**src/hdl/dfir_pkg.sv**
```systemverilog
// ----------------------------------------------------------------------------
// dfir_pkg
// Shared types and constants of the decimating complex FIR core.
// ----------------------------------------------------------------------------
package dfir_pkg;

    localparam int MAX_TAPS     = 256;
    localparam int SAMPLE_BITS  = 16;
    localparam int FRAC_BITS    = SAMPLE_BITS - 1;
    localparam int TAP_IDX_BITS = $clog2(MAX_TAPS);
    localparam int CNT_BITS     = $clog2(MAX_TAPS + 1);
    localparam int PROD_BITS    = 2 * SAMPLE_BITS;
    localparam int ACC_BITS     = PROD_BITS + TAP_IDX_BITS + 1;

    // Fixed register field widths.
    localparam int TAP_COUNT_BITS  = 9;
    localparam int DECIMATION_BITS = 8;
    localparam int CFG_DATA_BITS   = 9;
    localparam int TAP_INDEX_BITS  = 8;

    localparam logic REG_TAP_COUNT  = 1'b0;
    localparam logic REG_DECIMATION = 1'b1;

    localparam logic KIND_SAMPLE = 1'b0;
    localparam logic KIND_TAP    = 1'b1;

    typedef struct packed {
        logic signed [SAMPLE_BITS-1:0] re;
        logic signed [SAMPLE_BITS-1:0] im;
    } cplx_t;

    typedef struct packed {
        logic clear;
        logic shift;
        logic rotate;
        logic coef_we;
    } cell_ctl_t;

    typedef struct packed {
        logic start;
        logic prod_en;
    } mac_ctl_t;

    typedef struct packed {
        logic signed [SAMPLE_BITS-1:0] re;
        logic signed [SAMPLE_BITS-1:0] im;
        logic                          sat;
    } result_t;

    typedef enum logic [1:0] {
        ST_IDLE,
        ST_ROT,
        ST_TAIL,
        ST_DONE
    } state_t;

endpackage

```
**src/hdl/dfir_mac.sv**
```systemverilog
// ----------------------------------------------------------------------------
// dfir_mac
// Complex multiply-accumulate at the head of the cell chain, with
// round-half-up and saturation of the final sum.
// ----------------------------------------------------------------------------
module dfir_mac (
    input  logic               clk,
    input  logic               rst_n,
    input  dfir_pkg::mac_ctl_t ctl,
    input  dfir_pkg::cplx_t    h,
    input  dfir_pkg::cplx_t    x,
    output dfir_pkg::result_t  res
);
    import dfir_pkg::*;

    localparam logic signed [ACC_BITS-1:0] HALF_LSB = ACC_BITS'(1) <<< (FRAC_BITS - 1);
    localparam logic signed [ACC_BITS-1:0] SAT_MAX  = ACC_BITS'((1 << (SAMPLE_BITS - 1)) - 1);
    localparam logic signed [ACC_BITS-1:0] SAT_MIN  = -(ACC_BITS'(1) <<< (SAMPLE_BITS - 1));

    logic signed [PROD_BITS-1:0] p_rr_reg, p_ii_reg, p_ri_reg, p_ir_reg;
    logic                        prod_en_reg;
    logic signed [ACC_BITS-1:0]  acc_re_reg, acc_re_next;
    logic signed [ACC_BITS-1:0]  acc_im_reg, acc_im_next;
    logic                        sat_re, sat_im;

    always_ff @(posedge clk)
    begin
        if (ctl.prod_en)
        begin
            p_rr_reg <= h.re * x.re;
            p_ii_reg <= h.im * x.im;
            p_ri_reg <= h.re * x.im;
            p_ir_reg <= h.im * x.re;
        end
    end

    always_ff @(posedge clk or negedge rst_n)
    begin
        if (!rst_n)
        begin
            prod_en_reg <= 1'b0;
        end
        else
        begin
            prod_en_reg <= ctl.prod_en;
        end
    end

    always_comb
    begin
        acc_re_next = acc_re_reg;
        acc_im_next = acc_im_reg;
        if (ctl.start)
        begin
            acc_re_next = '0;
            acc_im_next = '0;
        end
        else if (prod_en_reg)
        begin
            acc_re_next = acc_re_reg + ACC_BITS'(p_rr_reg) - ACC_BITS'(p_ii_reg);
            acc_im_next = acc_im_reg + ACC_BITS'(p_ri_reg) + ACC_BITS'(p_ir_reg);
        end
    end

    always_ff @(posedge clk)
    begin
        acc_re_reg <= acc_re_next;
        acc_im_reg <= acc_im_next;
    end

    function automatic logic signed [SAMPLE_BITS-1:0] round_sat(
        input  logic signed [ACC_BITS-1:0] acc,
        output logic                       clip
    );
        logic signed [ACC_BITS-1:0] r;
        r    = (acc + HALF_LSB) >>> FRAC_BITS;
        clip = 1'b0;
        if (r > SAT_MAX)
        begin
            r    = SAT_MAX;
            clip = 1'b1;
        end
        else if (r < SAT_MIN)
        begin
            r    = SAT_MIN;
            clip = 1'b1;
        end
        return r[SAMPLE_BITS-1:0];
    endfunction

    always_comb
    begin
        res.re  = round_sat(acc_re_reg, sat_re);
        res.im  = round_sat(acc_im_reg, sat_im);
        res.sat = sat_re | sat_im;
    end

endmodule

```
**config.mk**
```make
export PLATFORM = sky130hd
export DESIGN_NAME = dfir_mac
export DESIGN_NICKNAME = d
export VERILOG_FILES = /design/src/hdl/dfir_pkg.sv /design/src/hdl/dfir_mac.sv
export SDC_FILE = /design/constraint.sdc
export NUM_CORES = 2
export LEC_CHECK = 0
export CORE_MARGIN = 3
export CORE_UTILIZATION = 65
export CTS_CLUSTER_DIAMETER = 60
export DETAILED_ROUTE_END_ITERATION = 7
export DONT_BUFFER_PORTS = 1
export GPL_ROUTABILITY_DRIVEN = 0
export GPL_TIMING_DRIVEN = 0
export PLACE_DENSITY_LB_ADDON = 0.2
export SYNTH_ARGS = -nofsm -noshare
export SYNTH_HDL_FRONTEND = slang
export SYNTH_SLANG_ARGS = --single-unit
```
**constraint.sdc**
```tcl
create_clock -name clk -period 8 [get_ports clk]
set_input_delay 0.4 -clock clk [delete_from_list [all_inputs] [get_ports clk]]
set_output_delay 0.4 -clock clk [all_outputs]
set_load 0.1 [all_outputs]
```
Word-level counts from Yosys, hierarchy flattened
Index checks and enable logic that the tools add are counted.

operators by class
  $lt $le $gt $ge = 4
  multipliers = 4
  multiplexer cells = 8
  add/subtract/negate cells = 6
  bitwise logic cells = 1

operators with widths
  cell                    number
  $mul 16x16->32          4
  $add 41x32->41          3
  $add 41x16->41 const B  2
  $mux 16                 4
  $gt 26x16->1 const B    2
  $lt 26x16->1 const B    2
  $sub 41x32->41          1
  $mux 1                  4
  $or 1x1->1              1

storage, ports and cells
  output and inout port bits = 33
  register bits = 211

Depth between registers and ports, before layout
  word-level depth = 5
  gate-level depth with buffers = 25

Worst setup path after synthesis
Ideal clock, no wire load.

  path kind = input to register
  start point = input h[23] (netlist bit)
  end point = register p_ri_reg[31], data pin
  path buffers = 1
  stages = 22
  path slack = 1.784 ns
  arrival time = 5.957 ns
  library setup time = 0.259 ns
  data required time = 7.741 ns
  cell sequence = clkbuf_1 -> nand2_1 -> fa_1 -> inv_1 -> fa_1 -> inv_1 -> fa_1 -> inv_1 -> fa_1 -> fa_1 -> inv_1 -> fa_1 -> inv_1 -> ha_1 -> nand3_1 -> or4b_1 -> o31a_1 -> o31ai_4 -> o21a_1 -> a21oi_1 -> o21ai_1 -> xnor2_1

between the ends
  longest elaborated chain between the ends = 1

ends and longest elaborated chain
  element               line            text
  from (decl)           dfir_mac.sv:10  input dfir_pkg::cplx_t h,
  $mul 16x16->32        dfir_mac.sv:32  p_ri_reg <= h.re * x.im;
  to (signal assigned)  dfir_mac.sv:32
  to (decl)             dfir_mac.sv:20  logic signed [PROD_BITS-1:0] p_rr_reg, p_ii_reg, p_ri_reg, p_ir_reg;

No other way between the ends.
A chain may end at the register's enable or synchronous reset.

Final worst setup path
  start point = input x[7] (netlist bit)
  end point = register p_ri_reg[30], data pin

between the ends
  longest elaborated chain between the ends = 1

ends and longest elaborated chain
  element         line            text
  from (decl)     dfir_mac.sv:11  input dfir_pkg::cplx_t x,
  $mul 16x16->32  dfir_mac.sv:32

No other way between the ends.

==> flow_summary_export.csv <==
group,metric,value,unit
global_route,grt_max_degree,55,
timing,setup_viol,0,
synthesis,yosys_warnings,0,
routing,post-route-drc-count,0,
timing,slew_violations,0,
synthesis,synth_nets,7479,
global_route,grt_pass1_wl,250.6,mm
finish,drive_gt1_share,1.774,%
routing,viasPerCell,5.964,
worst_setup_path,crit_start,"x[7]",
synthesis,synth_cell_types,89,
synthesis,seq_area_frac_synth,10.21,%
worst_setup_path,cp-start-kind,"input port",
clocking,path_clk_slew,0.07,ns
placed_design,dp_cells,6942,
worst_setup_path,crit_end,"p_ri_reg[30]$_DFFE_PP_",
worst_setup_path,critPathMostFrequentCell,"fa_1",
finish,multi_input_area,42520,um^2
clocking,clockRootBuffer,"clkbuf_16",
routing,wl,164.8,mm
synthesis,avgSynthCellArea,9.194,um^2
finish,ff_latch_area,5510,um^2
floorplanning,die_h,294.1,um
routing,routedWlPerCell,23.54,um
synthesis,synth_ff_type,"edfxtp_1",
timing,finalHoldViolations,0,
worst_setup_path,worst-path-stages,22,
global_route,grt_pass1_vias,43270,
placed_design,io_buffer_count,0,
worst_setup_path,crit_path_max_incr_delay,0.90,ns
clocking,cts_num_sinks,211,
finish,nNetsFinal,7511,
worst_setup_path,crit_slowest_cell,"o311ai_1",
worst_setup_path,r2r_cells,13,
finish,area_growth,4.259,%
finish,final_common_cell,"inv_1",
clocking,cts_tree,"built",
synthesis,syn_inst,5870,
flow_run,cap_viol_max_count,0,
timing,timing.final.crit_share,98.41,%
worst_setup_path,crit_path_end_kind,"flop",
status,status,"finished, final reports clean",
timing,rsz0062_at_grt,"no",
worst_setup_path,worstReg2RegEnd,"acc_re_reg[37]$_SDFFE_PP0P_",
worst_setup_path,critPathTopFamily,"adder cells",
worst_setup_path,r2r_start,"p_rr_reg[16]$_DFFE_PP_",
synthesis,synth_area,53970,um^2
clocking,worstSkewPairLatency,0.55,ns
timing,fmax,127.0,MHz
hold_path,hold_path_class,"in2reg",
worst_setup_path,cp.arrival,8.06,ns
routing,drtIter0Drc,3942,
timing,fin_crit,7.873,ns
synthesis,async_flop_share,0.4739,%
routing,ant_nets,0,
finish,fillers,6537,
finish,final_cell_mix,"inv_1, fa_1, nand2_1",
clocking,cts_buffer_depth,3,
clocking,htree_num_levels,1,
timing,clock_skew,0.02439,ns
worst_setup_path,critPathBufInv,5,
floorplanning,pin_count,101,
floorplanning,fp.dieArea,86520,um^2
worst_setup_path,r2r_setup_slack,3.89,ns
timing,relSlewSlack,11.65,%
floorplanning,num_rows,105,
worst_setup_path,path_cells,"clkbuf_1 -> nand2_1 -> fa_1 -> inv_1 -> fa_1 -> fa_1 -> fa_1 -> fa_1 -> inv_1 -> fa_1 -> inv_1 -> ha_1 -> clkbuf_1 -> a21oi_1 -> o211ai_1 -> a21oi_1 -> nand3_1 -> o311ai_1 -> a2111o_1 -> nand3b_1 -> a211o_1 -> o211ai_1",
floorplanning,fp.coreArea,82110,um^2
worst_setup_path,required,8.19,ns
floorplanning,initial_core_util,65.72,%
synthesis,synth_edf_count,128,
timing,worstMarginPinSlew,1.316,ns
finish,final_core_util,68.52,%
clocking,cts_buffers,22,
synthesis,synth-seq-cells,211,
global_route,grt_antenna_before_repair,22,
global_route,grt_usage,39.11,%
placed_design,place_hpwl,136.3,mm
routing,routed-via-count,41760,
global_route,grt_overflow,0,
floorplanning,die_w,294.1,um
worst_setup_path,worstSetupPathType,"in2reg",
finish,final_cells,7001,
routing,drt_pass1_iterations,7,
worst_setup_path,crit_fanout,10,
layer usage:
| metal | wire (um) | global-route usage, % | vias to the layer above |
|---|---|---|---|
| met5 | 81 | 0 | - |
| met4 | 12570 | 23.84 | 10 |
| met3 | 22070 | 13.25 | 542 |
| met2 | 72090 | 59.54 | 2572 |
| met1 | 58020 | 48.50 | 20590 |
| li1 | - | - | 18040 |
Yosys cell counts (9+ instances only):
master / count / area [um^2]
o22ai_1: 11 / 68.82
and3_1: 34 / 212.7
xnor2_1: 172 / 1506
nand3_1: 69 / 345.3
o211ai_1: 11 / 82.58
a21oi_1: 183 / 915.9
and2_1: 502 / 3141
o21ai_0: 109 / 545.5
dfxtp_1: 82 / 1642
o21bai_1: 31 / 232.7
ha_1: 412 / 5155
nand2_1: 576 / 2162
mux2i_1: 35 / 350.3
a21o_1: 75 / 563.0
or3_1: 16 / 100.1
nor2b_1: 19 / 118.9
nand2b_1: 46 / 287.8
a31oi_1: 33 / 206.5
edfxtp_1: 128 / 3844
o21a_1: 24 / 180.2
nand4_1: 28 / 175.2
and4_1: 9 / 78.83
fa_1: 1129 / 22600
o21ai_2: 11 / 96.34
xor2_1: 56 / 490.5
inv_1: 1360 / 5105
nor2_1: 203 / 762.0
nor3_1: 57 / 285.3
o31ai_1: 14 / 105.1
o21ai_1: 15 / 75.07
clkbuf_1: 226 / 848.3
a211oi_1: 33 / 247.7
cells by family after synthesis:
family	after synthesis	synth area share, %
AOI/OAI and AO/OA	640	7.748
xor gates and xnor gates	228	3.700
adders and majority gates	1541	51.43
buffers and inverters	1600	11.17
DFF	211	10.21
muxes	36	0.6700
and+or+nand+nor	1614	15.06
final cells by class:
type | instances | area share (%)
Multi-Input combinational cell | 4059 | 75.57
Clock inverter | 12 | 0.2669
Antenna cell | 13 | 0.05782
Buffer | 240 | 1.646
Timing Repair Buffer | 8 | 0.1801
Inverter | 1360 | 9.073
Tap cell | 1070 | 2.379
Sequential cell | 211 | 9.793
Clock buffer | 28 | 1.036
stage by stage:
stage | hold WS, ns | cell area (um^2) | TNS [ns] | worst slack [ns]
after CTS | 0.005468 | 56230 | 0 | 0.1242
after global placement | 0.1045 | 55310 | -0.7795 | -0.4774
final | 0.03323 | 56270 | 0 | 0.1274
after detailed placement | 0.1045 | 55420 | -0.9790 | -0.5477
after floorplan | 0.1044 | 53970 | 0 | 1.784
after global routing | 0.007226 | 56230 | 0 | 0.1040
worst min-delay path by stage:
stage / cells past startpoint / start / end / slack (ns)
6_report: 0 / ctl[0] / p_ii_reg[18]$_DFFE_PP_ / 0.03
3_5_place_dp: 0 / rst_n / prod_en_reg$_DFF_PN0_ / 0.10
3_3_place_gp: 0 / rst_n / prod_en_reg$_DFF_PN0_ / 0.10
4_1_cts: 0 / ctl[0] / p_ii_reg[14]$_DFFE_PP_ / 0.005
2_1_floorplan: 0 / rst_n / prod_en_reg$_DFF_PN0_ / 0.10
5_1_grt: 0 / ctl[0] / p_ii_reg[14]$_DFFE_PP_ / 0.007
timing repair:
action	4_1_cts	5_1_grt
endpoints found under the setup margin	1	1
resized for setup	1	1
endpoints found under the hold margin	43	0
hold buffers	6	0
buffers inserted	0	0
Power is left out: the tool's default activity adds up to more than one toggle a clock period on the data nets, which glitch-free logic cannot reach.
