## config.mk

```make
export PLATFORM = sky130hd
export DESIGN_NAME = dfir_cell
export DESIGN_NICKNAME = d
export VERILOG_FILES = /design/src/hdl/dfir_pkg.sv /design/src/hdl/dfir_cell.sv
export SDC_FILE = /design/constraint.sdc
export NUM_CORES = 1
export LEC_CHECK = 0
export BUFFER_PORTS_ARGS = -buffer_cell sky130_fd_sc_hd__buf_2
export CAP_MARGIN = 5
export CORE_MARGIN = 2
export CORE_UTILIZATION = 40
export DETAILED_ROUTE_END_ITERATION = 7
export MAX_ROUTING_LAYER = met4
export PLACE_DENSITY = 0.8
export SLEW_MARGIN = 40
export SYNTH_ARGS = -nofsm -noshare
export SYNTH_HDL_FRONTEND = slang
export SYNTH_SLANG_ARGS = --single-unit
```

## constraint.sdc

```tcl
create_clock -name clk -period 1.6 [get_ports clk]
set_input_delay 0.16 -clock clk [delete_from_list [all_inputs] [get_ports clk]]
set_output_delay 0.16 -clock clk [all_outputs]
set_load 0.02 [all_outputs]
```

## src/hdl/dfir_pkg.sv

```systemverilog
// ----------------------------------------------------------------------------
// dfir_pkg
// Shared types and constants of the decimating complex FIR core.
// ----------------------------------------------------------------------------
package dfir_pkg;

    localparam int MAX_TAPS     = 256;
    localparam int SAMPLE_BITS  = 16;
    localparam int FRAC_BITS    = SAMPLE_BITS - 1;
    localparam int TAP_IDX_BITS = $clog2(MAX_TAPS);
    localparam int CNT_BITS     = $clog2(MAX_TAPS + 1);
    localparam int PROD_BITS    = 2 * SAMPLE_BITS;
    localparam int ACC_BITS     = PROD_BITS + TAP_IDX_BITS + 1;

    // Fixed register field widths.
    localparam int TAP_COUNT_BITS  = 9;
    localparam int DECIMATION_BITS = 8;
    localparam int CFG_DATA_BITS   = 9;
    localparam int TAP_INDEX_BITS  = 8;

    localparam logic REG_TAP_COUNT  = 1'b0;
    localparam logic REG_DECIMATION = 1'b1;

    localparam logic KIND_SAMPLE = 1'b0;
    localparam logic KIND_TAP    = 1'b1;

    typedef struct packed {
        logic signed [SAMPLE_BITS-1:0] re;
        logic signed [SAMPLE_BITS-1:0] im;
    } cplx_t;

    typedef struct packed {
        logic clear;
        logic shift;
        logic rotate;
        logic coef_we;
    } cell_ctl_t;

    typedef struct packed {
        logic start;
        logic prod_en;
    } mac_ctl_t;

    typedef struct packed {
        logic signed [SAMPLE_BITS-1:0] re;
        logic signed [SAMPLE_BITS-1:0] im;
        logic                          sat;
    } result_t;

    typedef enum logic [1:0] {
        ST_IDLE,
        ST_ROT,
        ST_TAIL,
        ST_DONE
    } state_t;

endpackage

```

## src/hdl/dfir_cell.sv

```systemverilog
// ----------------------------------------------------------------------------
// dfir_cell
// One tap position: holds a history sample and a coefficient and passes
// the sample to its neighbor on shift and both on rotate.
// ----------------------------------------------------------------------------
module dfir_cell (
    input  logic                clk,
    input  logic                rst_n,
    input  dfir_pkg::cell_ctl_t ctl,
    input  dfir_pkg::cplx_t     tap_val,
    input  dfir_pkg::cplx_t     shift_in,
    input  dfir_pkg::cplx_t     rot_hist_in,
    input  dfir_pkg::cplx_t     rot_coef_in,
    output dfir_pkg::cplx_t     hist,
    output dfir_pkg::cplx_t     coef
);
    import dfir_pkg::*;

    cplx_t hist_reg, hist_next;
    cplx_t coef_reg, coef_next;

    always_comb
    begin
        hist_next = hist_reg;
        coef_next = coef_reg;
        if (ctl.clear)
        begin
            hist_next = '0;
        end
        else if (ctl.shift)
        begin
            hist_next = shift_in;
        end
        else if (ctl.rotate)
        begin
            hist_next = rot_hist_in;
            coef_next = rot_coef_in;
        end
        if (ctl.coef_we)
        begin
            coef_next = tap_val;
        end
    end

    always_ff @(posedge clk or negedge rst_n)
    begin
        if (!rst_n)
        begin
            hist_reg <= '0;
            coef_reg <= '0;
        end
        else
        begin
            hist_reg <= hist_next;
            coef_reg <= coef_next;
        end
    end

    assign hist = hist_reg;
    assign coef = coef_reg;

endmodule

```

# --- After elaboration in Yosys (flattened, before gate mapping) ---
# Index checks and enable logic that the tools add are counted.
totals:
  ff_bits: 64
  inputBits: 134
  out_inout_bits: 64
op_classes:
  n_eq_ne: 2
  muxes: 7
  n_reduce_logical: 3
ops:
  columns: ["cell", "count"]
  rows:
  - ["$mux W32", 7]
  - ["$ne A2 B2 Y1 const B", 2]
  - ["$reduce_and A3 Y1", 1]
  - ["$reduce_bool A3 Y1", 1]
  - ["$reduce_bool A2 Y1", 1]

# --- Longest topological paths before layout ---
# Gate-level depths: netlist of the first run.
logic_depth:
  depth_word: 4
  depth_mapped: 5

# --- Least setup slack after synthesis of the first run ---
# OpenSTA, ideal clock, no wires.
synth_path:
  kind: "input-to-reg"
  start: "input port ctl[3] (netlist name)"
  end: "register coef_reg, in the netlist coef[0]"
  setup_time_ps: 125
  arrival_ps: 1039
  required_ps: 1475
  path_slack_ps: 436
  stages: 5
  n_path_buf: 2
  cell_sequence: "buf_2 > nor2_4 > a21oi_4 > buf_6 > mux2_2"
synth_between:
  elab_chain_len: 2
synth_lines:
  columns: ["element", "line", "rtl"]
  rows:
  - ["start, declared", "dfir_cell.sv:9", "input dfir_pkg::cell_ctl_t ctl,"]
  - ["$ne A2 B2 Y1 (no source line)", null, null]
  - ["$reduce_and A3 Y1 (no source line)", null, null]
  - ["end signal, assigned", "dfir_cell.sv:55", "coef_reg <= coef_next;"]
  - ["end, declared", "dfir_cell.sv:20", "cplx_t coef_reg, coef_next;"]
# No other way between the ends.
# A chain may end at the register's enable or synchronous reset.

# --- Final worst setup path of the first run ---
layout_path:
  start: "register coef_reg, in the netlist coef[24]"
  end: "output port coef[24] (netlist name)"
layout_rtl:
  columns: ["element", "line", "rtl"]
  rows:
  - ["end, declared", "dfir_cell.sv:15", "output dfir_pkg::cplx_t coef"]
# No word-level cell between the ends.

==> flow_metrics.py, run 1 <==
metrics = {
    "run_status": {
        "status": "finished clean",
    },
    "detailed_routing": {
        "drt_iter0_drc": 58,
        "final_antenna_net_count": 0,
        "post_drt_wl_per_cell_um": 14.0,
        "vias": 2640,
        "via_per_inst": 4.76,
        "dr.pass1.iters": 4,
        "wl_um": 7800,
        "route.detailed.drc": 0,
    },
    "setup_path": {
        "crit_buf_inv": 1,
        "r2r_start": "hist[4]$_DFFE_PN0P_",
        "r2r_end": "hist[4]$_DFFE_PN0P_",
        "critPathMaxStageDelay_ns": 0.39,
        "cp.depth": 1,
        "slowest_stage": "dfrtp_1",
        "cp_cell_sequence": "buf_2",
        "crit_path_start": "coef[24]$_DFFE_PN0P_",
        "worstSetupStartpointType": "flop",
        "critPathCaptureType": "primary output",
        "path_delay_family": "flip-flops",
        "reg2regPathDepth": 3,
        "crit_required_ns": 1.44,
        "critPathMaxFanout": 2,
        "crit_type": "reg2out",
        "arrival_ns": 0.88,
        "r2r_setup_slack_ns": 0.62,
    },
    "logic_synthesis": {
        "synth_xor_area_share_pct": 0,
        "seq_area_frac_synth_pct": 48.7,
        "synth_simple_gate_area_share_pct": 3.99,
        "synthCells": 245,
        "netlist_area_um2": 3290,
        "ys_ff_latch": 64,
        "syn_area_per_cell_um2": 13.4,
        "synth_fa_ha_area_share_pct": 0,
        "synth.area.mux_share_pct": 42.7,
        "synth_warnings": 0,
        "synth_top_family_by_area": "multiplexers",
        "synth_cell_types": 12,
        "synth_compound_area_share_pct": 0.494,
        "synth_nets": 379,
    },
    "floorplan": {
        "core_area_um2": 8090,
        "start_util_pct": 40.7,
        "num_rows": 33,
        "ioPinCount": 198,
        "die_w_um": 94.7,
        "die_area_um2": 8970,
        "die_y_um": 94.7,
    },
    "timing": {
        "tightest_slew_ns": 0.342,
        "maxSlewViolCount": 0,
        "fin_crit_sh_pct": 65.2,
        "worst_slack_ns": 0.557,
        "setup_tns_ns": 0,
        "max_slew_margin_pct": 77.2,
        "fin_crit_ns": 1.04,
        "holdWs_ns": 0.0727,
        "hold_violations": 0,
        "fin_worst_skew_ns": 0,
        "rsz0062_at_grt": "false",
        "setup_viol": 0,
        "fmax_mhz": 958,
    },
    "power_and_ir_drop": {
        "max-vdd-ir-drop_mv": 0.549,
        "pwr_density_cell_nw_per_um2": 948,
        "leakagePower_nw": 2.42,
    },
    "layout": {
        "multi_input_area_um2": 1550,
        "drive_above_1_share_pct": 70.2,
        "diodes": 0,
        "area_growth_pct": 40.3,
        "num-fill-cells": 701,
        "fin_nets": 579,
        "register_area_um2": 1600,
    },
    "placed_design": {
        "numPortBuffers": 197,
        "dp_slack_ns": 0.257,
        "place_hpwl_um": 6050,
        "place_congestion": 0.734,
    },
    "global_route": {
        "antenna_found_initial": 0,
        "grt_max_degree": 65,
        "grt-ovfl-total": 0,
        "grt_pass1_wl_um": 11700,
        "grt_pass1_vias": 2459,
        "groute.usage.overall_pct": 17.5,
    },
    "clocking": {
        "path_clk_slew_ns": 0.07,
        "holdBufCountCts": 1,
        "htree_levels": 3,
        "root_buffer": "clkbuf_8",
        "post_cts_buffers": 0,
        "clock_latency_ns": 0.33,
        "cts.sink_count": 64,
        "ctsResizeCount": 0,
        "numCtsBuffers": 9,
        "cts_tree": "yes",
        "clockBufferDepth": 2,
    },
    "hold_path": {
        "hold_end": "hist[11]$_DFFE_PN0P_",
        "hold_path_class": "in2reg",
        "whs_path_depth": 3,
        "hold_start": "shift_in[11]",
    },
    "flow_run": {
        "max_cap_violations": 0,
    },
}
==> cell families (layout without fill, tap and decap cells) <==
| family | after synthesis | after routing |
|---|---|---|
| and+or+nand+nor | 33 | 33 |
| muxes | 128 | 128 |
| buffers and inverters | 19 | 224 |
| AOI/OAI and AO/OA | 1 | 1 |
| DFF | 64 | 64 |
==> synth_stat cells (all sizes together) <==
| cell | number | area share (%) |
|---|---|---|
| mux2 | 96 | 33 |
| dfrtp | 64 | 49 |
| nor2 | 33 | 4.0 |
| mux2i | 32 | 9.7 |
| buf | 16 | 3.8 |
| clkbuf | 3 | 0.34 |
| a21oi | 1 | 0.49 |
==> layer usage <==
layer / vias up / wire length, µm / track usage [%]
li1: 1259 / - / -
met1: 1241 / 3190 / 20.6
met3: 12 / 655 / 4.15
met5: - / 0 / -
met2: 128 / 3850 / 29.1
met4: 0 / 108 / 6.88
==> worst max path at each step <==
stage                                 endpoint  slack, ns
after detailed placement  coef[25]$_DFFE_PN0P_       0.26
final                                 coef[24]       0.56
after global routing                  hist[19]       0.51
after floorplan            coef[0]$_DFFE_PN0P_       0.44
after global placement    coef[10]$_DFFE_PN0P_       0.28
after CTS                              hist[2]       0.53
==> stage by stage <==
step / utilization, % / instances / area, µm² / total power (W)
5_1_grt: 57.1 / 555 / 4620 / 0.00462
2_1_floorplan: - / 245 / 3290 / 0.00251
6_report: 57.1 / 555 / 4620 / 0.00438
3_5_place_dp: 54.3 / 538 / 4400 / 0.00295
4_1_cts: 57.1 / 555 / 4620 / 0.00445
3_3_place_gp: 54.3 / 538 / 4400 / 0.00291
==> cell usage in the layout (no fill, tap or decap), drive strengths merged <==
master	count
a21oi	1
buf	207
bufinv	2
clkbuf	11
clkinv	2
clkinvlp	1
dfrtp	64
dlygate4sd3	1
mux2	96
mux2i	32
nor2	33
==> power breakdown <==
| group | total [W] | internal, W | leakage, nW | switching (W) |
|---|---|---|---|---|
| Combinational | 0.00105 | 0.000518 | 1.53 | 0.000530 |
| Clock | 0.00147 | 0.000879 | 0.104 | 0.000596 |
| Sequential | 0.00186 | 0.00178 | 0.792 | 0.0000778 |
| Total | 0.00438 | 0.00318 | 2.42 | 0.00120 |
==> final cells by class <==
cell class	count	share of cell area (%)
sequential	64	34.7
tap	105	2.84
multi-input combinational	162	33.6
clock inverter	5	1.76
clock buffer	11	2.84
timing repair buffer	208	24.3
(Power assumes the default switching activity.)
==> inputs of run 2 (changes only) <==
CORE_UTILIZATION = 39   (was 40)
PLACE_DENSITY = 0.81   (was 0.8)
clock period = 0.9 ns   (was 1.6 ns; I/O delays follow)
==> run 2 against run 1 <==
Effect of this change: clock power increased by 69%; die area rose by 2.5%; final cell count is 4.1% higher; the run now ends with setup timing left; highest routed layer unchanged; total power rose by 89%; critical endpoint is now hist[26]; setup slack got worse by 0.71 ns.
==> flow_metrics.py, run 2 (synthesis gave the netlist of run 1 again) <==
metrics = {
    "detailed_routing": {
        "vias": 2773,
        "post_drt_wl_per_cell_um": 15.2,
        "via_per_inst": 4.80,
        "route.detailed.drc": 0,
        "drt_iter0_drc": 51,
        "wl_um": 8790,
        "dr.pass1.iters": 4,
        "final_antenna_net_count": 0,
    },
    "timing": {
        "worst_slack_ns": -0.151,
        "holdWs_ns": 0.0159,
        "fin_worst_skew_ns": 0,
        "max_slew_margin_pct": 77.8,
        "maxSlewViolCount": 0,
        "tightest_slew_ns": 0.334,
        "fin_crit_sh_pct": 117,
        "hold_violations": 0,
        "fmax_mhz": 951,
        "rsz0062_at_grt": "true",
        "setup_viol": 97,
        "fin_crit_ns": 1.05,
        "setup_tns_ns": -5.87,
    },
    "hold_path": {
        "hold_path_class": "in2reg",
        "whs_path_depth": 3,
        "hold_start": "shift_in[0]",
        "hold_end": "hist[0]$_DFFE_PN0P_",
    },
    "setup_path": {
        "crit_required_ns": 0.81,
        "arrival_ns": 0.96,
        "reg2regPathDepth": 3,
        "worstSetupStartpointType": "flop",
        "r2r_end": "hist[6]$_DFFE_PN0P_",
        "critPathCaptureType": "primary output",
        "critPathMaxFanout": 2,
        "r2r_start": "hist[6]$_DFFE_PN0P_",
        "r2r_setup_slack_ns": -0.12,
        "crit_type": "reg2out",
    },
    "floorplan": {
        "die_area_um2": 9190,
        "die_w_um": 95.9,
        "die_y_um": 95.9,
        "num_rows": 33,
        "ioPinCount": 198,
        "core_area_um2": 8220,
        "start_util_pct": 40.1,
    },
    "clocking": {
        "htree_levels": 3,
        "clockBufferDepth": 2,
        "cts_tree": "yes",
        "clock_latency_ns": 0.32,
        "path_clk_slew_ns": 0.08,
        "cts.sink_count": 64,
        "root_buffer": "clkbuf_8",
        "numCtsBuffers": 9,
    },
    "flow_run": {
        "max_cap_violations": 0,
    },
    "global_route": {
        "groute.usage.overall_pct": 19.3,
        "grt-ovfl-total": 0,
        "antenna_found_initial": 0,
        "grt_pass1_wl_um": 13100,
        "grt_max_degree": 65,
        "grt_pass1_vias": 2889,
    },
    "placed_design": {
        "place_inst": 540,
        "place_congestion": 0.774,
        "numPortBuffers": 197,
        "placed_cell_area_um2": 4520,
        "place_hpwl_um": 5860,
    },
    "layout": {
        "fin_nets": 602,
        "area_growth_pct": 62.3,
        "final_cell_area_um2": 5340,
        "layout_common_cells": "buf_2 (133), mux2_2 (78), buf_6 (67)",
        "final_common_cell": "buf_2",
        "num-fill-cells": 597,
        "diodes": 0,
        "drive_above_1_share_pct": 75.3,
        "layout.cells.non_filler": 578,
    },
    "power_and_ir_drop": {
        "leakagePower_nw": 2.65,
        "max-vdd-ir-drop_mv": 0.876,
        "pwr_density_cell_nw_per_um2": 1550,
    },
    "run_status": {
        "status": "complete, but fails checks",
        "violations": "setup timing",
    },
}
## run 2: worst max-delay path, cell delays in order, from the launching register on
cell     delay [ns]
dfrtp_2        0.41
buf_6          0.11
buf_6          0.12
## run 2: worst max path at each step
stage | start | endpoint | slack, ns | cells past startpoint
after floorplan | ctl[1] | coef[0]$_DFFE_PN0P_ | -0.12 | 4
after global placement | ctl[0] | coef[2]$_DFFE_PN0P_ | -0.26 | 4
after detailed placement | ctl[0] | coef[2]$_DFFE_PN0P_ | -0.30 | 4
after CTS | hist[26]$_DFFE_PN0P_ | hist[26] | -0.18 | 2
after global routing | hist[26]$_DFFE_PN0P_ | hist[26] | -0.20 | 2
final | hist[26]$_DFFE_PN0P_ | hist[26] | -0.15 | 2
## run 2: through the flow
stage / total power (W) / worst slack [ns] / util, %
after floorplan: 0.00457 / -0.123 / -
after global placement: 0.00527 / -0.260 / 55.0
after detailed placement: 0.00532 / -0.304 / 55.0
after CTS: 0.00834 / -0.178 / 64.7
after global routing: 0.00870 / -0.202 / 65.0
final: 0.00829 / -0.151 / 65.0
## run 2: timing repair
item,CTS,global route
pin swaps,0,2
hold buffers,17,0
buffers inserted,3,2
endpoints found under the setup margin,96,98
resized for setup,129,2
hold endpoints to repair,80,0
## run 2: power breakdown
part | switching (W) | internal, W
clock network | 0.00106 | 0.00143
logic | 0.000992 | 0.00141
registers | 0.000222 | 0.00318
total | 0.00227 | 0.00602
## run 2: final cells by class
class                      count  area [µm²]  share of cell area (%)
timing repair buffer         231        1760                    32.9
sequential                    64        1640                    30.7
multi-input combinational    162        1610                    30.1
clock buffer                  13         159                    2.97
tap                          105         131                    2.46
clock inverter                 3        42.5                   0.796
## run 2: routing by layer
| metal | share of wire, % | GRT usage (%) |
|---|---|---|
| met2 | 54 | 34.5 |
| met3 | 6.4 | 3.99 |
| met4 | 1.6 | 7.74 |
| met1 | 38 | 21.0 |
| met5 | 0 | - |
